`config.mk`:
```
export PLATFORM = sky130hd
export DESIGN_NAME = stepper_step_dir_generator_flat
export DESIGN_NICKNAME = d
export VERILOG_FILES = /design/src/rtl/core/ssdg_pkg.sv /design/src/rtl/core/ssdg_if.sv /design/src/rtl/core/stepper_step_dir_generator.sv /design/src/rtl/core/ssdg_front.sv /design/src/rtl/core/ssdg_queue.sv /design/src/rtl/core/ssdg_back.sv /design/src/flat_wrapper.sv
export SDC_FILE = /design/constraint.sdc
export NUM_CORES = 1
export LEC_CHECK = 0
export BUFFER_PORTS_ARGS = -buffer_cell sky130_fd_sc_hd__buf_2
export CAP_MARGIN = 15
export CORE_MARGIN = 2
export CORE_UTILIZATION = 40
export DETAILED_ROUTE_END_ITERATION = 10
export SETUP_SLACK_MARGIN = 0.5
export SKIP_LAST_GASP = 1
export SLEW_MARGIN = 15
export SYNTH_ARGS = -nofsm -noshare
export SYNTH_HDL_FRONTEND = slang
export SYNTH_HIERARCHICAL = 1
export SYNTH_SLANG_ARGS = --single-unit
```
`constraint.sdc`:
```
create_clock -name i_clk -period 5.05 [get_ports i_clk]
set_input_delay 0.505 -clock i_clk [delete_from_list [all_inputs] [get_ports i_clk]]
set_output_delay 0.505 -clock i_clk [all_outputs]
set_load 0.05 [all_outputs]
```
`src/rtl/core/ssdg_pkg.sv`:
```
// ssdg_pkg: types, constants and codes of the step/direction generator
// depends on nothing; used by the interfaces and every module in rtl/core
package ssdg_pkg;

    localparam int PERIOD_WIDTH = 19;

    localparam int RATE_W   = 20;
    localparam int LIMIT_W  = 19;
    localparam int SPEED_W  = 21;
    localparam int POS_W    = 32;
    localparam int CFG_W    = 20;
    localparam int CFG_IDX_W = 2;

    // quotient compare width, wide enough for the quotient and the period
    localparam int CMP_W = (PERIOD_WIDTH > RATE_W) ? PERIOD_WIDTH : RATE_W;
    localparam logic [CMP_W-1:0] PERIOD_LIM = CMP_W'((64'd1 << PERIOD_WIDTH) - 64'd1);

    localparam logic [RATE_W-1:0]  TICK_RATE_RST  = RATE_W'(250000);
    localparam logic [LIMIT_W-1:0] MIN_PERIOD_RST = LIMIT_W'(5);
    localparam logic [LIMIT_W-1:0] MAX_PERIOD_RST = LIMIT_W'(500000);
    localparam logic [CMP_W-1:0]   MAX_PERIOD_EXT = CMP_W'(MAX_PERIOD_RST);
    localparam logic [PERIOD_WIDTH-1:0] PERIOD_RST =
        (MAX_PERIOD_EXT > PERIOD_LIM) ? PERIOD_WIDTH'(PERIOD_LIM)
                                      : PERIOD_WIDTH'(MAX_PERIOD_EXT);

    localparam int DIV_STEPS = RATE_W;
    localparam int DIV_CNT_W = $clog2(DIV_STEPS);

    localparam int Q_DEPTH = 2;
    localparam int Q_AW    = $clog2(Q_DEPTH);
    localparam int Q_CW    = $clog2(Q_DEPTH + 1);

    localparam logic [1:0] MODE_TICK  = 2'd0;
    localparam logic [1:0] MODE_SPEED = 2'd1;
    localparam logic [1:0] MODE_ZERO  = 2'd2;

    localparam logic [CFG_IDX_W-1:0] CFG_TICK_RATE  = CFG_IDX_W'(0);
    localparam logic [CFG_IDX_W-1:0] CFG_MIN_PERIOD = CFG_IDX_W'(1);
    localparam logic [CFG_IDX_W-1:0] CFG_MAX_PERIOD = CFG_IDX_W'(2);

    typedef enum logic [1:0] {
        OP_TICK,
        OP_SPEED,
        OP_ZERO,
        OP_NONE
    } t_op;

    typedef struct packed {
        t_op                op;
        logic               dir_ccw;
        logic [SPEED_W-1:0] divisor;
    } t_cmd;

    typedef struct packed {
        logic valid;
        logic full;
    } t_q_stat;

    typedef enum logic [1:0] {
        S_READY,
        S_DIVIDE,
        S_FINISH
    } t_back_state;

endpackage

```
`src/rtl/core/ssdg_if.sv`:
```
// ssdg channel interfaces: command items, result items, configuration writes
// depends on ssdg_pkg
interface ssdg_in_if import ssdg_pkg::*; ();
    logic                       valid;
    logic                       ready;
    logic [1:0]                 mode;
    logic signed [SPEED_W-1:0]  speed_command;

    modport source (output valid, mode, speed_command, input ready);
    modport sink   (input valid, mode, speed_command, output ready);
endinterface

interface ssdg_out_if import ssdg_pkg::*; ();
    logic                     valid;
    logic                     ready;
    logic                     step_level;
    logic                     dir_level;
    logic signed [POS_W-1:0]  step_position;

    modport source (output valid, step_level, dir_level, step_position, input ready);
    modport sink   (input valid, step_level, dir_level, step_position, output ready);
endinterface

interface ssdg_cfg_if import ssdg_pkg::*; ();
    logic                  valid;
    logic                  ready;
    logic [CFG_IDX_W-1:0]  index;
    logic [CFG_W-1:0]      data;

    modport source (output valid, index, data, input ready);
    modport sink   (input valid, index, data, output ready);
endinterface

```
`src/rtl/core/stepper_step_dir_generator.sv`:
```
// stepper_step_dir_generator: top level of the one-motor step/direction generator
// depends on ssdg_pkg, ssdg_if, ssdg_front, ssdg_queue and ssdg_back
//
// Channels: i_item takes commands (mode 0 tick, 1 set speed, 2 zero the
// position, 3 no change); o_result gives one transaction per command with the
// step pin, direction pin and signed position after that command; i_cfg writes
// tick_rate (index 0), min_period (1) and max_period (2), always ready.
// Commands enter a two-entry queue; the back end runs them in order.
// Tick, zero and no-change commands run in the back end's ready state and
// sustain one per cycle while o_result does not stall; each goes from the
// queue into the result register. A set-speed command passes the divide and
// finish states of the restoring divider that produces one quotient bit per
// cycle over 20 bits of tick_rate. When o_result stalls, the result register
// holds; the queue fills and then i_item.ready drops. Nothing is dropped.
// Reset (synchronous, active low) restores the register defaults, the period
// to max_period, the position and counter to zero, step pin high and
// direction pin low, and empties the queue and the result register.
module stepper_step_dir_generator import ssdg_pkg::*; (
    input  logic        i_clk,
    input  logic        i_rst_n,
    ssdg_in_if.sink     i_item,
    ssdg_cfg_if.sink    i_cfg,
    ssdg_out_if.source  o_result
);

    t_q_stat w_q_stat;
    t_cmd    w_push_cmd;
    t_cmd    w_head_cmd;
    logic    w_push;
    logic    w_pop;

    ssdg_front u_front (
        .i_item   (i_item),
        .i_q_stat (w_q_stat),
        .o_push   (w_push),
        .o_cmd    (w_push_cmd)
    );

    ssdg_queue u_queue (
        .i_clk   (i_clk),
        .i_rst_n (i_rst_n),
        .i_push  (w_push),
        .i_cmd   (w_push_cmd),
        .i_pop   (w_pop),
        .o_stat  (w_q_stat),
        .o_cmd   (w_head_cmd)
    );

    ssdg_back u_back (
        .i_clk    (i_clk),
        .i_rst_n  (i_rst_n),
        .i_q_stat (w_q_stat),
        .i_cmd    (w_head_cmd),
        .o_pop    (w_pop),
        .i_cfg    (i_cfg),
        .o_res    (o_result)
    );

endmodule

```
`src/rtl/core/ssdg_front.sv`:
```
// ssdg_front: accepts command items and classifies them into queue entries
// depends on ssdg_pkg and ssdg_in_if
module ssdg_front import ssdg_pkg::*; (
    ssdg_in_if.sink   i_item,
    input  t_q_stat   i_q_stat,
    output logic      o_push,
    output t_cmd      o_cmd
);

    logic [SPEED_W-1:0] w_raw;
    logic [SPEED_W-1:0] w_mag;

    assign i_item.ready = !i_q_stat.full;
    assign o_push       = i_item.valid && !i_q_stat.full;

    assign w_raw = i_item.speed_command;
    assign w_mag = w_raw[SPEED_W-1] ? (~w_raw + SPEED_W'(1)) : w_raw;

    always_comb begin
        case (i_item.mode)
            MODE_TICK:  o_cmd.op = OP_TICK;
            MODE_SPEED: o_cmd.op = OP_SPEED;
            MODE_ZERO:  o_cmd.op = OP_ZERO;
            default:    o_cmd.op = OP_NONE;
        endcase
        o_cmd.dir_ccw = w_raw[SPEED_W-1];
        o_cmd.divisor = w_mag + SPEED_W'(1);
    end

endmodule

```
`src/rtl/core/ssdg_queue.sv`:
```
// ssdg_queue: short command queue between front and back
// depends on ssdg_pkg
module ssdg_queue import ssdg_pkg::*; (
    input  logic     i_clk,
    input  logic     i_rst_n,
    input  logic     i_push,
    input  t_cmd     i_cmd,
    input  logic     i_pop,
    output t_q_stat  o_stat,
    output t_cmd     o_cmd
);

    t_cmd            r_entry [Q_DEPTH];
    logic [Q_AW-1:0] r_wr_ptr;
    logic [Q_AW-1:0] r_rd_ptr;
    logic [Q_CW-1:0] r_count;
    logic [Q_CW-1:0] n_count;

    assign o_stat.valid = (r_count != '0);
    assign o_stat.full  = (r_count == Q_CW'(Q_DEPTH));
    assign o_cmd        = r_entry[r_rd_ptr];

    always_comb begin
        n_count = r_count;
        if (i_push && !i_pop) begin
            n_count = r_count + Q_CW'(1);
        end else if (!i_push && i_pop) begin
            n_count = r_count - Q_CW'(1);
        end
    end

    always_ff @(posedge i_clk) begin
        if (!i_rst_n) begin
            r_wr_ptr <= '0;
            r_rd_ptr <= '0;
            r_count  <= '0;
        end else begin
            r_count <= n_count;
            if (i_push) begin
                r_wr_ptr <= (r_wr_ptr == Q_AW'(Q_DEPTH - 1)) ? '0 : r_wr_ptr + Q_AW'(1);
            end
            if (i_pop) begin
                r_rd_ptr <= (r_rd_ptr == Q_AW'(Q_DEPTH - 1)) ? '0 : r_rd_ptr + Q_AW'(1);
            end
        end
    end

    always_ff @(posedge i_clk) begin
        if (i_push) begin
            r_entry[r_wr_ptr] <= i_cmd;
        end
    end

endmodule

```
`src/rtl/core/ssdg_back.sv`:
```
// ssdg_back: executes queued commands, holds the motor state, the settings
// registers, the iterative period divider and the result register; uses ssdg_pkg
module ssdg_back import ssdg_pkg::*; (
    input  logic       i_clk,
    input  logic       i_rst_n,
    input  t_q_stat    i_q_stat,
    input  t_cmd       i_cmd,
    output logic       o_pop,
    ssdg_cfg_if.sink   i_cfg,
    ssdg_out_if.source o_res
);

    t_back_state r_state;
    t_back_state n_state;

    logic [RATE_W-1:0]  r_tick_rate;
    logic [LIMIT_W-1:0] r_min_period;
    logic [LIMIT_W-1:0] r_max_period;

    logic                    r_dir_ccw;
    logic [PERIOD_WIDTH-1:0] r_period;
    logic [PERIOD_WIDTH-1:0] r_tick_cnt;
    logic [POS_W-1:0]        r_position;
    logic                    r_step_pin;
    logic                    r_dir_pin;

    logic                    n_dir_ccw;
    logic [PERIOD_WIDTH-1:0] n_period;
    logic [PERIOD_WIDTH-1:0] n_tick_cnt;
    logic [POS_W-1:0]        n_position;
    logic                    n_step_pin;
    logic                    n_dir_pin;

    logic [SPEED_W-1:0]   r_divisor;
    logic [SPEED_W-1:0]   r_rem;
    logic [RATE_W-1:0]    r_quo;
    logic [DIV_CNT_W-1:0] r_step_cnt;
    logic                 r_new_dir;

    logic                 r_out_valid;
    logic                 r_out_step;
    logic                 r_out_dir;
    logic [POS_W-1:0]     r_out_pos;

    logic                 w_out_free;
    logic                 w_exec;
    logic                 w_start;
    logic                 w_div_done;
    logic [SPEED_W:0]     w_trial;
    logic                 w_fits;
    logic [CMP_W-1:0]     w_quo;
    logic [CMP_W-1:0]     w_min;
    logic [CMP_W-1:0]     w_max;
    logic [CMP_W-1:0]     w_clamp;

    assign i_cfg.ready = 1'b1;

    always_ff @(posedge i_clk) begin
        if (!i_rst_n) begin
            r_tick_rate  <= TICK_RATE_RST;
            r_min_period <= MIN_PERIOD_RST;
            r_max_period <= MAX_PERIOD_RST;
        end else if (i_cfg.valid) begin
            case (i_cfg.index)
                CFG_TICK_RATE:  r_tick_rate  <= i_cfg.data[RATE_W-1:0];
                CFG_MIN_PERIOD: r_min_period <= i_cfg.data[LIMIT_W-1:0];
                CFG_MAX_PERIOD: r_max_period <= i_cfg.data[LIMIT_W-1:0];
                default: ;
            endcase
        end
    end

    assign w_out_free = !r_out_valid || o_res.ready;

    // next state
    always_comb begin
        n_state = r_state;
        case (r_state)
            S_READY: begin
                if (i_q_stat.valid && i_cmd.op == OP_SPEED) begin
                    n_state = S_DIVIDE;
                end
            end
            S_DIVIDE: begin
                if (r_step_cnt == DIV_CNT_W'(DIV_STEPS - 1)) begin
                    n_state = S_FINISH;
                end
            end
            S_FINISH: begin
                if (w_out_free) begin
                    n_state = S_READY;
                end
            end
            default: n_state = S_READY;
        endcase
    end

    // sequencer outputs
    always_comb begin
        w_exec     = 1'b0;
        w_start    = 1'b0;
        w_div_done = 1'b0;
        case (r_state)
            S_READY: begin
                w_start = i_q_stat.valid && i_cmd.op == OP_SPEED;
                w_exec  = i_q_stat.valid && i_cmd.op != OP_SPEED && w_out_free;
            end
            S_FINISH: w_div_done = w_out_free;
            default: ;
        endcase
    end

    assign o_pop = w_exec || w_start;

    // restoring division step
    assign w_trial = {r_rem, r_quo[RATE_W-1]};
    assign w_fits  = (w_trial >= {1'b0, r_divisor});

    assign w_quo   = CMP_W'(r_quo);
    assign w_min   = CMP_W'(r_min_period);
    assign w_max   = CMP_W'(r_max_period);

    always_comb begin
        if (w_quo > w_max) begin
            w_clamp = w_max;
        end else if (w_quo < w_min) begin
            w_clamp = w_min;
        end else begin
            w_clamp = w_quo;
        end
        if (w_clamp > PERIOD_LIM) begin
            w_clamp = PERIOD_LIM;
        end
    end

    always_comb begin
        n_dir_ccw  = r_dir_ccw;
        n_period   = r_period;
        n_tick_cnt = r_tick_cnt;
        n_position = r_position;
        n_step_pin = r_step_pin;
        n_dir_pin  = r_dir_pin;
        if (w_div_done) begin
            n_dir_ccw = r_new_dir;
            n_period  = PERIOD_WIDTH'(w_clamp);
        end
        if (w_exec) begin
            case (i_cmd.op)
                OP_TICK: begin
                    if (r_tick_cnt >= r_period) begin
                        n_tick_cnt = '0;
                        n_step_pin = 1'b1;
                        n_position = r_dir_ccw ? r_position - POS_W'(1)
                                               : r_position + POS_W'(1);
                    end else if (r_tick_cnt == PERIOD_WIDTH'(1)) begin
                        n_step_pin = 1'b0;
                        n_dir_pin  = r_dir_ccw;
                    end
                    n_tick_cnt = n_tick_cnt + PERIOD_WIDTH'(1);
                end
                OP_ZERO: n_position = '0;
                default: ;
            endcase
        end
    end

    always_ff @(posedge i_clk) begin
        if (!i_rst_n) begin
            r_state     <= S_READY;
            r_dir_ccw   <= 1'b0;
            r_period    <= PERIOD_RST;
            r_tick_cnt  <= '0;
            r_position  <= '0;
            r_step_pin  <= 1'b1;
            r_dir_pin   <= 1'b0;
            r_step_cnt  <= '0;
            r_out_valid <= 1'b0;
        end else begin
            r_state    <= n_state;
            r_dir_ccw  <= n_dir_ccw;
            r_period   <= n_period;
            r_tick_cnt <= n_tick_cnt;
            r_position <= n_position;
            r_step_pin <= n_step_pin;
            r_dir_pin  <= n_dir_pin;
            if (w_start) begin
                r_step_cnt <= '0;
            end else if (r_state == S_DIVIDE) begin
                r_step_cnt <= r_step_cnt + DIV_CNT_W'(1);
            end
            if (w_exec || w_div_done) begin
                r_out_valid <= 1'b1;
            end else if (o_res.ready) begin
                r_out_valid <= 1'b0;
            end
        end
    end

    always_ff @(posedge i_clk) begin
        if (w_start) begin
            r_divisor <= i_cmd.divisor;
            r_new_dir <= i_cmd.dir_ccw;
            r_rem     <= '0;
            r_quo     <= r_tick_rate;
        end else if (r_state == S_DIVIDE) begin
            r_rem <= w_fits ? SPEED_W'(w_trial - {1'b0, r_divisor}) : SPEED_W'(w_trial);
            r_quo <= {r_quo[RATE_W-2:0], w_fits};
        end
        if (w_exec || w_div_done) begin
            r_out_step <= n_step_pin;
            r_out_dir  <= n_dir_pin;
            r_out_pos  <= n_position;
        end
    end

    assign o_res.valid         = r_out_valid;
    assign o_res.step_level    = r_out_step;
    assign o_res.dir_level     = r_out_dir;
    assign o_res.step_position = r_out_pos;

    a_fire_restarts: assert property (@(posedge i_clk) disable iff (!i_rst_n)
        (w_exec && i_cmd.op == OP_TICK && r_tick_cnt >= r_period)
        |=> (r_step_pin && r_tick_cnt == PERIOD_WIDTH'(1)))
        else $error("step fire did not restart the counter");

    a_position_hold: assert property (@(posedge i_clk) disable iff (!i_rst_n)
        !(w_exec && (i_cmd.op == OP_TICK || i_cmd.op == OP_ZERO))
        |=> $stable(r_position))
        else $error("position moved without a tick or zero command");

    a_period_hold: assert property (@(posedge i_clk) disable iff (!i_rst_n)
        !w_div_done |=> $stable(r_period))
        else $error("period changed outside a finished division");

    a_div_length: assert property (@(posedge i_clk) disable iff (!i_rst_n)
        w_start |=> ##(DIV_STEPS) (r_state == S_FINISH))
        else $error("division did not take the expected number of steps");

endmodule

```
`src/flat_wrapper.sv`:
```
// flat-port wrapper written by rule: the top's interface ports become plain ports
module stepper_step_dir_generator_flat import ssdg_pkg::*;
  (i_clk, i_rst_n, i_item_valid, i_item_mode, i_item_speed_command, i_item_ready, i_cfg_valid, i_cfg_index, i_cfg_data, i_cfg_ready, o_result_valid, o_result_step_level, o_result_dir_level, o_result_step_position, o_result_ready);
  ssdg_in_if i_item_i ();
  ssdg_cfg_if i_cfg_i ();
  ssdg_out_if o_result_i ();
  input  logic i_clk;
  input  logic i_rst_n;
  input wire logic [$bits(i_item_i.valid)-1:0] i_item_valid;
  input wire logic [$bits(i_item_i.mode)-1:0] i_item_mode;
  input wire logic [$bits(i_item_i.speed_command)-1:0] i_item_speed_command;
  output wire logic [$bits(i_item_i.ready)-1:0] i_item_ready;
  input wire logic [$bits(i_cfg_i.valid)-1:0] i_cfg_valid;
  input wire logic [$bits(i_cfg_i.index)-1:0] i_cfg_index;
  input wire logic [$bits(i_cfg_i.data)-1:0] i_cfg_data;
  output wire logic [$bits(i_cfg_i.ready)-1:0] i_cfg_ready;
  output wire logic [$bits(o_result_i.valid)-1:0] o_result_valid;
  output wire logic [$bits(o_result_i.step_level)-1:0] o_result_step_level;
  output wire logic [$bits(o_result_i.dir_level)-1:0] o_result_dir_level;
  output wire logic [$bits(o_result_i.step_position)-1:0] o_result_step_position;
  input wire logic [$bits(o_result_i.ready)-1:0] o_result_ready;
  assign i_item_i.valid = i_item_valid;
  assign i_item_i.mode = i_item_mode;
  assign i_item_i.speed_command = i_item_speed_command;
  assign i_item_ready = i_item_i.ready;
  assign i_cfg_i.valid = i_cfg_valid;
  assign i_cfg_i.index = i_cfg_index;
  assign i_cfg_i.data = i_cfg_data;
  assign i_cfg_ready = i_cfg_i.ready;
  assign o_result_valid = o_result_i.valid;
  assign o_result_step_level = o_result_i.step_level;
  assign o_result_dir_level = o_result_i.dir_level;
  assign o_result_step_position = o_result_i.step_position;
  assign o_result_i.ready = o_result_ready;
  stepper_step_dir_generator u_core (.i_clk(i_clk), .i_rst_n(i_rst_n), .i_item(i_item_i), .i_cfg(i_cfg_i), .o_result(o_result_i));
endmodule
```
==> results, run 1 <==
- The number of global-route vias before repair is 12,300.
- The final number of max-transition violations is 0.
- The initial antenna violation count was 0.
- The kind of critical path is register to register.
- The area share of xor/xnor cells in the synthesized design is 4.42%.
- The synthesized instance count is 1,740.
- The design draws 8.12 mW.
- The floorplan has 73 rows.
- After detailed routing, the number of remaining DRC violations is 0.
- The total number of nets in the final design is 1,968.
- The x dimension of the die is 205 um.
- The net switching power of the design is 2.90 mW.
- Setup total negative slack on the finished layout was measured at 0 ns.
- The run finished with clean final reports.
- The number of buffers between clock root and the deepest sink is 3.
- Summing all non-filler instances in the final layout gives an area of 0.0182 mm^2.
- The worst clock skew is 0.0173 ns.
- Setup repair after global routing left no endpoint under its margin.
- Clock latency on the worst-skew pair, taken at its later pin, is 0.53 ns.
- The buffers inserted during post-CTS setup optimization is 0.
- The floorplan step defined a die boundary enclosing 0.0422 mm^2.
- The first routing iteration left 627 violations.
- Based on the critical path, the design can be clocked at up to 269 MHz.
- The number of nets handed over by synthesis was 1,904.
- The synthesized netlist occupies a cell area of 0.0162 mm^2.
- The vertical die dimension is 205 um.
- The tree is rooted in a sky130_fd_sc_hd__clkbuf_16.
- After detailed placement, the total cell area comes to 0.0171 mm^2.
- Wires add up to 38.1 mm.
- During synthesis, Yosys emitted a total of 6 warnings.
- The area fraction in and, or, nand and nor cells after synthesis is 18.2%.
- The switching share of power is 35.8%.
- The fraction of the yosys area taken by sequential cells is 43.3%.
- The relative max-transition margin is 23.8%.
- The top cell types in the final layout, fill and taps aside, are sky130_fd_sc_hd__nand2_1, sky130_fd_sc_hd__dfxtp_1, sky130_fd_sc_hd__edfxtp_1.
- Cells with a size suffix above 1 make up 12.8% of the layout.
- After Yosys synthesis, full adders, half adders and majority gates account for 8.88% of the synthesized area.
- The clock network power share is 29.0%.
- The number of hold buffers added after CTS was 0.
- The portion of synthesized area spent on multiplexers is 3.90%.
- In the final routed layout, each cell accounts on average for 16.2 um.
- Data on the critical path is required at its endpoint by 5.42 ns.
- For this design the static power due to leakage is 7.22 nW.
- The final critical path time including I/O delays and setup is 3.72 ns.
- The number of buffers added on ports is 85.
- Internal power comes to 5.21 mW.
- 87 I/O pins were placed.
- The length of the first detailed-routing pass in iterations is 5.
- The dominant synthesized flop cell is sky130_fd_sc_hd__dfxtp_1.
- Combinational logic burns 32.2% of the power.
- Once detailed placement completed, the half-perimeter wirelength came to 27.1 mm.
- Of the available clock period, the critical path in the final layout requires 73.6%.
- The number of routed nets with antenna violations is 0.
- The global placer's final weighted congestion is 0.903.
- The number of different library cells used by synthesis comes to 96.
- The average instance area after synthesis is 9.33 um^2.
- The maximum level of the CTS H-tree is 2.
- The number of instances resized during post-cts repair is 0.
- The largest driver fanout on the critical path is 12.
- After synthesis, the largest family of logic cells by area is simple AND/OR/NAND/NOR gates.
- The commonest non-fill, non-tap cell in the layout is sky130_fd_sc_hd__nand2_1.
- After global routing the overflow that remains totals 0.
- After synthesis the netlist holds a flip-flop and latch count of 289.
- The sequential group share of total power is 38.8%.
- The count of flip-flops with a built-in enable after synthesis is 124.
- Compared with the post-synthesis result, the final layout area differs by 11.9%.
- The number of antenna diodes in the final layout is 0.
- For the pin with the worst max-slew slack, the measured transition is 1.14 ns.
- The compound-cell area share of the yosys netlist is 16.6%.
- VDD sags by at most 0.279 mV.
- The endpoint arrival time on the critical path is 4.09 ns.
- STA classifies the critical path startpoint as a register.
- Entering global routing, the biggest net connects 58 pins.
- Using the TritonRoute via totals, the vias-per-cell ratio works out to 5.34.
- The first global-routing pass estimated 62.8 mm of wire.
- The region available for standard cell placement spans 0.0399 mm^2.
- Dividing total power by cell area gives a power density of 447 mW/mm^2.
- Buffers inserted during clock tree synthesis total 34.
- The number of max-cap violations is 0.
- The path type of the worst min-delay path is primary input to register.
- The overall routing resource usage is 18.3%.
- The final number of hold-violating endpoints is 0.
- The clock drives 289 sinks.
- The setup violation total in the final timing report is 0.
- The CTS clock-pin slew for the worst setup and hold paths is 0.06 ns.
- For this run, asynchronously set or reset flops after synthesis account for 0%.
- The starting density of the core is 40.7%.
- The detailed-route via count is 12,600.
- The category of the worst setup path capture point is a register.
- The TritonCTS clock tree is built.
## cell usage after synthesis (all sizes together) (8+ instances only)
master | count | area, um^2
a31oi | 9 | 56.3
ha | 112 | 1400
nor3 | 22 | 110
nor4 | 9 | 62.6
clkbuf | 48 | 181
inv | 103 | 387
a211oi | 11 | 87.6
xor2 | 36 | 315
dfxtp | 165 | 3300
or4 | 9 | 86.3
and2 | 34 | 215
nor2b | 17 | 106
or3 | 18 | 113
nand2b | 11 | 68.8
a21o | 28 | 211
a21oi | 119 | 596
mux2i | 25 | 250
mux2 | 34 | 383
o21ai | 94 | 474
a22o | 8 | 70.1
nand2 | 303 | 1150
buf | 26 | 186
o211ai | 18 | 149
and3 | 13 | 82.6
edfxtp | 124 | 3720
o21a | 17 | 128
nor2 | 75 | 294
nand3 | 39 | 200
xnor2 | 46 | 403
o31ai | 11 | 82.6
o221ai | 14 | 123
nand4 | 24 | 150
or2 | 11 | 68.8
## worst paths after layout
path,start,to,slack (ns),depth (start not counted)
setup / recovery,u_core/u_back/r_quo[19]$_DFFE_PP_,u_core/u_back/r_rem[6]$_SDFFE_PP0P_,1.33,11
hold / removal,i_item_mode[1],u_core/u_queue/r_entry[1][23]$_DFFE_PP_,0.18,1
setup reg to reg,u_core/u_back/r_quo[19]$_DFFE_PP_,u_core/u_back/r_rem[6]$_SDFFE_PP0P_,1.33,11
hold reg to reg,u_core/u_back/r_tick_rate[5]$_SDFFE_PN0P_,u_core/u_back/r_tick_rate[5]$_SDFFE_PN0P_,0.46,2
## layout make-up
| class | instances | area [um^2] |
|---|---|---|
| multi-input combinational | 1273 | 8460 |
| clock buffer | 45 | 953 |
| inverter | 104 | 390 |
| clock inverter | 16 | 119 |
| tap | 525 | 657 |
| sequential | 289 | 7030 |
| fill | 3923 | 21800 |
| timing repair buffer | 102 | 553 |
## state kept, by name, summed over array words and instances, names as in the netlist, 20 cells and up, named ones only
| register | count |
|---|---|
| u_core/u_queue/r_entry | 48 |
| u_core/u_back/o_res.step_position | 32 |
| u_core/u_back/r_position | 32 |
| u_core/u_back/r_divisor | 21 |
| u_core/u_back/r_rem | 21 |
| u_core/u_back/r_quo | 20 |
| u_core/u_back/r_tick_rate | 20 |
## cells by family (layout without fill, tap and decap cells)
family | after synthesis | after routing
AO/OA/AOI/OAI | 404 | 404
XOR/XNOR | 82 | 82
adder cells (fa/ha/maj) | 114 | 114
buffers and inverters | 178 | 267
flip-flops | 289 | 289
multiplexers | 59 | 59
other | 1 | 1
AND/OR/NAND/NOR | 613 | 613
## worst max-delay path, cell delays in order (launching register included)
cell and delay (ns):
sky130_fd_sc_hd__edfxtp_1 0.47, sky130_fd_sc_hd__inv_1 0.07, sky130_fd_sc_hd__ha_1 0.21, sky130_fd_sc_hd__fa_1 0.40, sky130_fd_sc_hd__nand2b_1 0.18, sky130_fd_sc_hd__a211oi_1 0.43
sky130_fd_sc_hd__a211oi_2 0.18, sky130_fd_sc_hd__o21ai_2 0.31, sky130_fd_sc_hd__a311oi_4 0.22, sky130_fd_sc_hd__nor2_2 0.73, sky130_fd_sc_hd__mux2i_1 0.26, sky130_fd_sc_hd__o21ai_0 0.09
## power groups by stage
stage	clock network (mW)	registers [mW]	logic, mW
final	2.35	3.15	2.61
after global routing	2.50	3.19	2.89
after CTS	2.42	3.15	2.62
after detailed placement	0	3.19	2.61
after global placement	0	3.18	2.57
after floorplan	0	3.52	1.63
## stage by stage
| step | setup slack [ns] | hold WS, ns | utilization [%] | cells |
|---|---|---|---|---|
| 3_3_place_gp | 1.47 | 0.444 | 42.8 | 2293 |
| 4_1_cts | 1.34 | 0.154 | 45.5 | 2354 |
| 2_1_floorplan | 1.10 | 0.426 | - | 1740 |
| 5_1_grt | 1.09 | 0.172 | 45.5 | 2354 |
| 3_5_place_dp | 1.36 | 0.447 | 42.8 | 2293 |
| 6_report | 1.33 | 0.176 | 45.5 | 2354 |
## layer usage
layer	global-route usage, %	routed length (um)	part of all wire (%)	vias up
li1	-	-	-	6358
met1	25.0	18500	49	5915
met2	30.0	17200	45	251
met3	2.61	1570	4.1	47
met4	5.37	770	2.0	0
met5	0	0	0	-
Note: power is estimated with default switching activity, not from simulation.
==> inputs of run 2 (changes only) <==
--- a/config.mk
+++ b/config.mk
@@ -5,6 +5,7 @@
 export SDC_FILE = /design/constraint.sdc
 export NUM_CORES = 1
 export LEC_CHECK = 0
+export ABC_AREA = 1
 export BUFFER_PORTS_ARGS = -buffer_cell sky130_fd_sc_hd__buf_2
 export CAP_MARGIN = 15
 export CORE_MARGIN = 2
==> constraint.sdc (replaced) <==
create_clock -name i_clk -period 3.7 [get_ports i_clk]
set_input_delay 0.37 -clock i_clk [delete_from_list [all_inputs] [get_ports i_clk]]
set_output_delay 0.37 -clock i_clk [all_outputs]
set_load 0.05 [all_outputs]
==> run 2 against run 1 <==
  * Routed wire length grew 12%
  * Worst hold slack worse by 0.14 ns
  * Synthesized area rose by 6.1%
  * Non-clock buffer count rose by 11
  * Flip-flop and latch count unchanged
  * Sequential power increased by 33%
==> results, run 2 <==
- Outcome: finished, final reports clean (unchanged).
- The cell with the largest stage delay on the worst path is sky130_fd_sc_hd__dfxtp_1 (was sky130_fd_sc_hd__nor2_2).
- The sum of negative setup slack was 0 ns (unchanged).
- The length of the first detailed-routing pass in iterations came to 6 (was 5).
- The measured slew at the worst slew-check pin is 0.999 ns (was 1.14 ns).
- The number of instances in the placed design is 2,806 (was 2,293).
- The required time of the critical path is 4.00 ns (was 5.42 ns).
- The CTS clock-pin slew for the worst setup and hold paths is 0.06 ns (about the same).
- The number of max-cap violations is 0 (unchanged).
- The path type of the worst min-delay path was primary input to register (unchanged).
- The maximum level of the CTS H-tree was 1 (was 2).
- The post-detailed-route wirelength per cell is 14.9 um (was 16.2 um).
- The area of all placed cells without fillers is 0.0192 mm^2 (was 0.0182 mm^2).
- The synthesized instance count is 2,219 (was 1,740).
- The fraction of the yosys area taken by sequential cells is 40.8% (was 43.3%).
- The final critical path time including I/O delays and setup is 2.94 ns (was 3.72 ns).
- The average instance area after synthesis is 7.76 um^2 (was 9.33 um^2).
- The share of the cycle needed by the critical path after routing is 79.3% (was 73.6%).
- The number of cell rows is 76 (was 73).
- The clock sink count is 289 (unchanged).
- The distinct cell type count of the synthesized netlist is 62 (was 96).
- The global-route wire length before repair was 69.2 mm (was 62.8 mm).
- The relative max-transition margin was 33.3% (was 23.8%).
- The total number of yosys warnings is 6 (unchanged).
- The power density relative to cell area is 560 mW/mm^2 (was 447 mW/mm^2).
- The post-DP HPWL is 31.7 mm (was 27.1 mm).
- The async set-or-reset flop fraction in the synthesized netlist is 0% (unchanged).
- The setup slack of the worst register-to-register path is 0.76 ns (was 1.33 ns).
- The total congestion overflow after global routing is 0 (unchanged).
- The peak ir drop on the vdd network is 0.363 mV (was 0.279 mV).
- The startpoint type of the worst setup path was a register (unchanged).
- The number of global-route vias before repair is 13,800 (was 12,300).
- The number of routed nets with antenna violations was 0 (unchanged).
- The flip-flop and latch count after synthesis came to 289 (unchanged).
- Unrepaired setup endpoints after global routing: no (unchanged).
- The floorplan die area is 0.0447 mm^2 (was 0.0422 mm^2).
- The number of buffers added by the clock tree synthesis step is 31 (was 34).
- Most frequent cells in the layout: sky130_fd_sc_hd__nand2_1, sky130_fd_sc_hd__inv_1, sky130_fd_sc_hd__a21oi_1 (was sky130_fd_sc_hd__nand2_1, sky130_fd_sc_hd__dfxtp_1, sky130_fd_sc_hd__edfxtp_1).
- The vertical die dimension is 212 um (was 205 um).
- The share of final-layout standard cells stronger than drive strength 1 came to 11.1% (was 12.8%).
- The global placer's final weighted congestion is 0.940 (was 0.903).
- The library cell occupying the most area in the post-synthesis netlist is sky130_fd_sc_hd__edfxtp_1 (unchanged).
- The dominant synthesized flop cell is sky130_fd_sc_hd__dfxtp_1 (unchanged).
- The violation count after the first detailed-routing iteration is 862 (was 627).
- Most area-consuming cells after synthesis: sky130_fd_sc_hd__edfxtp_1, sky130_fd_sc_hd__dfxtp_1, sky130_fd_sc_hd__nand2_1 (was sky130_fd_sc_hd__edfxtp_1, sky130_fd_sc_hd__dfxtp_1, sky130_fd_sc_hd__ha_1).
- The TritonCTS clock tree is built (unchanged).
- The final number of max-transition violations came to 0 (unchanged).
- The final setup slack of the worst path is 0.764 ns (was 1.33 ns).
- The final number of hold-violating endpoints came to 0 (unchanged).
- The number of buffers added on ports is 85 (unchanged).
- The area added between synthesis and finish came to 11.7% (was 11.9%).
- The register with the highest flop count is u_core/u_queue/r_entry (unchanged).
- The clock latency on the worst-skew pair came to 0.59 ns (was 0.53 ns).
- The worst clock skew is 0.0280 ns (was 0.0173 ns).
- The setup violation total in the final timing report is 0 (unchanged).
- The static leakage power is 8.68 nW (was 7.22 nW).
- Cells along the critical path: buf_4, ha_1, nand2_1, inv_1, nand3_1, nor4_1, a21oi_1, nand2_1, nand2_1, nand3_1, nand2_1, nand3_1, nand2_1 (was inv_1, ha_1, fa_1, nand2b_1, a211oi_1, a211oi_2, o21ai_2, a311oi_4, nor2_2, mux2i_1, o21ai_0).
- The total nets after synthesis was 2,383 (was 1,904).
- The number of flip-flops in the largest register is 48 (unchanged).
- The detailed-route wire length is 42.7 mm (was 38.1 mm).
- The number of buffers between clock root and the deepest sink is 3 (unchanged).
- The synthesized cell area is 0.0172 mm^2 (was 0.0162 mm^2).
- The x dimension of the die is 212 um (was 205 um).
- The largest driver fanout on the critical path is 24 (was 12).
- The cell area after placement is 0.0181 mm^2 (was 0.0171 mm^2).
- The overall routing resource usage is 18.9% (was 18.3%).
- The initial antenna violation count is 1 (was 0).
- The starting density of the core is 40.2% (was 40.7%).
- The placeable core region is 0.0428 mm^2 (was 0.0399 mm^2).
- The maximum frequency from static timing analysis is 341 MHz (was 269 MHz).
- By instance count, the cell type seen most on the critical path is sky130_fd_sc_hd__nand2_1.
- The most repeated cell in the gate-level netlist after synthesis is sky130_fd_sc_hd__nand2_1 (unchanged).
- The detailed-route via count is 14,700 (was 12,600).
- The DRC violation count after routing was 0 (unchanged).
- The antenna diode count is 0 (unchanged).
- The largest net degree at the start of global routing is 60 (was 58).
- The count of pins on the block boundary was 87 (unchanged).
- The category of the worst setup path capture point was a register (unchanged).
- The post-placement worst setup slack is 0.673 ns (was 1.36 ns).
- The kind of critical path is register to register (unchanged).
- The count of flip-flops with a built-in enable after synthesis is 124 (unchanged).
- The final cell count without fillers is 2,869 (was 2,354).
- The delay of the slowest critical-path stage is 0.52 ns (was 0.73 ns).
- The endpoint arrival time on the critical path was 3.24 ns (was 4.09 ns).
- The commonest non-fill, non-tap cell in the layout is sky130_fd_sc_hd__nand2_1 (unchanged).
- The area share of the largest cell type after synthesis is 21.6% (was 22.9%).
- The routed via count divided by cell count is 5.12 (was 5.34).
- Leading post-synthesis cells by instance count: sky130_fd_sc_hd__nand2_1, sky130_fd_sc_hd__inv_1, sky130_fd_sc_hd__a21oi_1 (was sky130_fd_sc_hd__nand2_1, sky130_fd_sc_hd__dfxtp_1, sky130_fd_sc_hd__edfxtp_1).
- The clock tree root driver cell is sky130_fd_sc_hd__clkbuf_16 (unchanged).
- The buffers inserted during post-CTS setup optimization came to 0 (unchanged).
- The total number of nets in the final design is 2,462 (was 1,968).
## run 2: cell count changes after synthesis, sizes merged, moves of 31 or more
cell,change
nand2,+251
inv,+176
nor2,+120
nand3,+95
a21oi,+78
o21ai,+74
and2,-31
xnor2,-31
## run 2: logic make-up after synthesis
family          share of synthesized area [%]
xor+xnor                                 2.03
other cells                            0.0218
compound gates                           14.0
simple gates                             24.5
flops                                    40.8
fa+ha+maj                                8.37
buf+inv                                  8.34
mux                                      2.01
## run 2: power breakdown
part	switching, mW	internal [mW]
sequential	0.245	3.96
clock	1.27	1.83
combinational	2.40	1.08
total	3.92	6.86
## run 2: cell type report
cell class	instances	area [um^2]
fill	4306	23600
multi-input combinational	1581	8790
sequential	289	7030
inverter	282	1060
clock buffer	48	911
tap	546	683
timing repair buffer	113	648
clock inverter	10	111
## run 2: final timing paths
path / from / to / cells after the start
max reg2reg: u_core/u_back/r_dir_ccw$_SDFFE_PN0P_ / u_core/u_back/o_res.step_position[31]$_DFFE_PP_ / 13
min: i_cfg_data[13] / u_core/u_back/r_max_period[13]$_SDFFE_PN1P_ / 3
min reg2reg: u_core/u_back/r_tick_rate[14]$_SDFFE_PN1P_ / u_core/u_back/r_tick_rate[14]$_SDFFE_PN1P_ / 2
max: u_core/u_back/r_dir_ccw$_SDFFE_PN0P_ / u_core/u_back/o_res.step_position[31]$_DFFE_PP_ / 13
## run 2: per-layer routing
layer / track usage [%] / vias to the layer above / part of all wire [%]
met4: 5.56 / 2 / 2.4
met2: 31.2 / 350 / 45
met1: 25.9 / 6711 / 47
met5: 0 / - / 0.030
li1: - / 7544 / -
met3: 2.61 / 69 / 5.3
## run 2: through the flow
stage	utilization, %	hold WS [ns]	power (mW)
3_3_place_gp	42.4	0.440	7.68
2_1_floorplan	-	0.424	6.86
4_1_cts	44.9	0.00519	10.9
5_1_grt	45.0	0.0242	11.4
6_report	45.0	0.0316	10.8
3_5_place_dp	42.4	0.443	7.75
## run 2: worst max-delay path: cells and delay by family, from the launching register on
kind	cells	cell delay, ns
flip-flops	1	0.52
AO/OA/AOI/OAI	1	0.22
buffers and inverters	2	0.49
AND/OR/NAND/NOR	9	1.13
adder cells (fa/ha/maj)	1	0.27
## run 2: what timing repair did
item                                    CTS  global route
endpoints found under the setup margin    0             5
hold buffers                              5             0
gates resized for setup                   0             4
endpoints found under the hold margin     6             0
==> inputs of run 3 (changes only) <==
--- a/config.mk
+++ b/config.mk
@@ -5,7 +5,7 @@
 export SDC_FILE = /design/constraint.sdc
 export NUM_CORES = 1
 export LEC_CHECK = 0
-export ABC_AREA = 1
+export ABC_AREA = 0
 export BUFFER_PORTS_ARGS = -buffer_cell sky130_fd_sc_hd__buf_2
 export CAP_MARGIN = 15
 export CORE_MARGIN = 2
==> constraint.sdc (replaced) <==
create_clock -name i_clk -period 2.8 [get_ports i_clk]
set_input_delay 0.28 -clock i_clk [delete_from_list [all_inputs] [get_ports i_clk]]
set_output_delay 0.28 -clock i_clk [all_outputs]
set_load 0.05 [all_outputs]
==> run 3 against run 2 <==
  * Register-to-register slack got worse by 0.84 ns
  * Via count decreased by 5.0%
  * Global-route usage increased by 1.7 points
  * Routed wire length increased by 4.0%
  * Largest cell class unchanged
  * Cell area increased by 16%
  * Clock skew decreased by 0.0067 ns
  * The flow now finishes with violations (setup timing)
==> results, run 3 (same netlist as run 1, synthesis figures left out) <==
- Outcome: complete, but fails checks (was finished, final reports clean).
- The final reports fail on setup timing.
- Unrepaired setup endpoints after global routing: yes (was no).
- The x dimension of the die is 205 um (was 212 um).
- The endpoint arrival time on the critical path is 3.36 ns (was 3.24 ns).
- The measured slew at the worst slew-check pin is 0.922 ns (was 0.999 ns).
- The number of cell rows is 73 (was 76).
- The length of the first detailed-routing pass in iterations is 5 (was 6).
- The area occupied by registers is 0.00705 mm^2 (was 0.00703 mm^2).
- The final number of hold-violating endpoints was 0 (unchanged).
- The detailed-route via count was 13,900 (was 14,700).
- The number of flip-flops in the largest register was 48 (unchanged).
- The number of max-cap violations was 0 (unchanged).
- The category of the worst setup path capture point is a register (unchanged).
- The largest net degree at the start of global routing was 58 (was 60).
- The share of the cycle needed by the critical path after routing was 103% (was 79.3%).
- The clock tree root driver cell is sky130_fd_sc_hd__clkbuf_16 (unchanged).
- The DRC violation count after routing is 0 (unchanged).
- The area added between synthesis and finish is 37.5% (was 11.7%).
- The number of buffers added by the clock tree synthesis step was 34 (was 31).
- The post-DP HPWL is 29.6 mm (was 31.7 mm).
- The starting density of the core is 40.7% (was 40.2%).
- The number of buffers between clock root and the deepest sink is 3 (unchanged).
- The total number of nets in the final design is 2,212 (was 2,462).
- The number of routed nets with antenna violations is 0 (unchanged).
- The sum of negative setup slack is -0.129 ns (was 0 ns).
- The peak ir drop on the vdd network was 0.506 mV (was 0.363 mV).
- The floorplan die area was 0.0422 mm^2 (was 0.0447 mm^2).
- The register with the highest flop count is u_core/u_queue/r_entry (unchanged).
- The share of final-layout standard cells stronger than drive strength 1 is 34.0% (was 11.1%).
- The largest driver fanout on the critical path came to 5 (was 24).
- The startpoint type of the worst setup path is a register (unchanged).
- The antenna diode count is 0 (unchanged).
- The number of global-route vias before repair came to 13,600 (was 13,800).
- The clock sink count is 289 (unchanged).
- The area occupied by multi-input gates was 0.0102 mm^2 (was 0.00879 mm^2).
- The post-detailed-route wirelength per cell came to 17.1 um (was 14.9 um).
- The final critical path time including I/O delays and setup is 2.88 ns (was 2.94 ns).
- The area of all placed cells without fillers was 0.0223 mm^2 (was 0.0192 mm^2).
- The final hold slack is 0.0250 ns (was 0.0316 ns).
- The initial antenna violation count was 0 (was 1).
- The global placer's final weighted congestion came to 0.883 (was 0.940).
- The routed via count divided by cell count was 5.36 (was 5.12).
- The global-route wire length before repair is 69.9 mm (was 69.2 mm).
- The CTS clock-pin slew for the worst setup and hold paths is 0.06 ns (about the same).
- The relative max-transition margin is 38.5% (was 33.3%).
- The static leakage power was 8.88 nW (was 8.68 nW).
- The cell area after placement came to 0.0187 mm^2 (was 0.0181 mm^2).
- The clock latency on the worst-skew pair is 0.55 ns (was 0.59 ns).
- The kind of critical path is register to register (unchanged).
- The number of buffers added on ports is 85 (unchanged).
- Most frequent cells in the layout: sky130_fd_sc_hd__nand2_1, sky130_fd_sc_hd__buf_4, sky130_fd_sc_hd__dfxtp_1 (was sky130_fd_sc_hd__nand2_1, sky130_fd_sc_hd__inv_1, sky130_fd_sc_hd__a21oi_1).
- The maximum frequency from static timing analysis is 347 MHz (was 341 MHz).
- The commonest non-fill, non-tap cell in the layout is sky130_fd_sc_hd__nand2_1 (unchanged).
- The TritonCTS clock tree was built (unchanged).
- The final number of max-transition violations was 0 (unchanged).
- The required time of the critical path is 3.28 ns (was 4.00 ns).
- The count of fill cells added during filler insertion is 3,422 (was 4,306).
- The violation count after the first detailed-routing iteration is 752 (was 862).
- The post-placement worst setup slack is -0.0984 ns (was 0.673 ns).
- The final setup slack of the worst path was -0.0797 ns (was 0.764 ns).
- The maximum level of the CTS H-tree is 2 (was 1).
- The detailed-route wire length is 44.4 mm (was 42.7 mm).
- The placeable core region is 0.0399 mm^2 (was 0.0428 mm^2).
- The total congestion overflow after global routing is 0 (unchanged).
- The setup violation total in the final timing report is 4 (was 0).
- The power density relative to cell area came to 739 mW/mm^2 (was 560 mW/mm^2).
- The overall routing resource usage was 20.6% (was 18.9%).
- The vertical die dimension is 205 um (was 212 um).
- The worst clock skew came to 0.0213 ns (was 0.0280 ns).
- The path type of the worst min-delay path is primary input to register (unchanged).
- The count of pins on the block boundary is 87 (unchanged).
[run 3: cell count changes in the layout (fill, tap and decap cells not counted), moves of 106 or more]
cell	previous run	this run
sky130_fd_sc_hd__nor2_1	170	64
sky130_fd_sc_hd__nand2_1	535	274
sky130_fd_sc_hd__buf_4	23	181
sky130_fd_sc_hd__o21ai_0	158	33
sky130_fd_sc_hd__inv_1	272	93
[run 3: critical path: stages (launching register included)]
cell                       delay, ns
sky130_fd_sc_hd__dfxtp_2        0.32
sky130_fd_sc_hd__inv_2          0.04
sky130_fd_sc_hd__ha_4           0.26
sky130_fd_sc_hd__and4_4         0.24
sky130_fd_sc_hd__nand2_2        0.06
sky130_fd_sc_hd__or4_4          0.43
sky130_fd_sc_hd__buf_6          0.14
sky130_fd_sc_hd__o211ai_4       0.20
sky130_fd_sc_hd__nor2_2         0.07
sky130_fd_sc_hd__ha_4           0.17
sky130_fd_sc_hd__nand3_4        0.09
sky130_fd_sc_hd__nor2_4         0.05
sky130_fd_sc_hd__and3_4         0.16
sky130_fd_sc_hd__buf_4          0.13
sky130_fd_sc_hd__nand4_1        0.08
sky130_fd_sc_hd__mux2_4         0.30
sky130_fd_sc_hd__nor2_1         0.09
[run 3: layer usage]
layer  track usage (%)  part of all wire, %  vias up
li1                  -                    -     6864
met1              27.5                   46     6661
met2              34.2                   47      333
met3              2.83                  4.6       80
met4              7.27                  2.8        0
met5                 0                    0        -
[run 3: cell type report]
cell class / instances / share of cell area, %
clock inverters: 19 / 0.875
multi-input cells: 1273 / 45.6
clock buffers: 43 / 4.15
well taps: 525 / 2.94
repair inverters: 1 / 0.0336
inverters: 104 / 1.79
flip-flops and latches: 289 / 31.6
repair buffers: 345 / 13.0
[run 3: power breakdown]
part / internal [mW] / switching [mW]
logic: 2.65 / 3.75
clock network: 2.57 / 1.87
registers: 5.28 / 0.385
total: 10.5 / 6.01
[run 3: repair_timing]
item	CTS	global route
endpoints found under the hold margin	51	0
setup endpoints to repair	134	153
hold buffers	21	0
pin swaps	57	77
gates cloned	10	0
resized for setup	167	145
setup buffers	48	31
[run 3: through the flow]
| stage | power, mW | cells | util [%] |
|---|---|---|---|
| global route | 17.4 | 2599 | 55.9 |
| global placement | 11.0 | 2427 | 46.8 |
| finish | 16.5 | 2599 | 55.9 |
| CTS | 16.2 | 2568 | 53.5 |
| detailed placement | 11.1 | 2427 | 46.8 |
| floorplan | 9.52 | 1740 | - |
[run 3: worst paths after layout]
check	from	end	slack [ns]	depth (start not counted)
worst max-delay path	u_core/u_back/r_period[16]$_SDFFE_PN1P_	u_core/u_back/r_tick_cnt[14]$_SDFFE_PN0P_	-0.08	16
worst max register to register	u_core/u_back/r_period[16]$_SDFFE_PN1P_	u_core/u_back/r_tick_cnt[14]$_SDFFE_PN0P_	-0.08	16
worst min register to register	u_core/u_back/r_max_period[4]$_SDFFE_PN0P_	u_core/u_back/r_max_period[4]$_SDFFE_PN0P_	0.45	2
worst min-delay path	i_cfg_data[2]	u_core/u_back/r_tick_rate[2]$_SDFFE_PN0P_	0.02	3
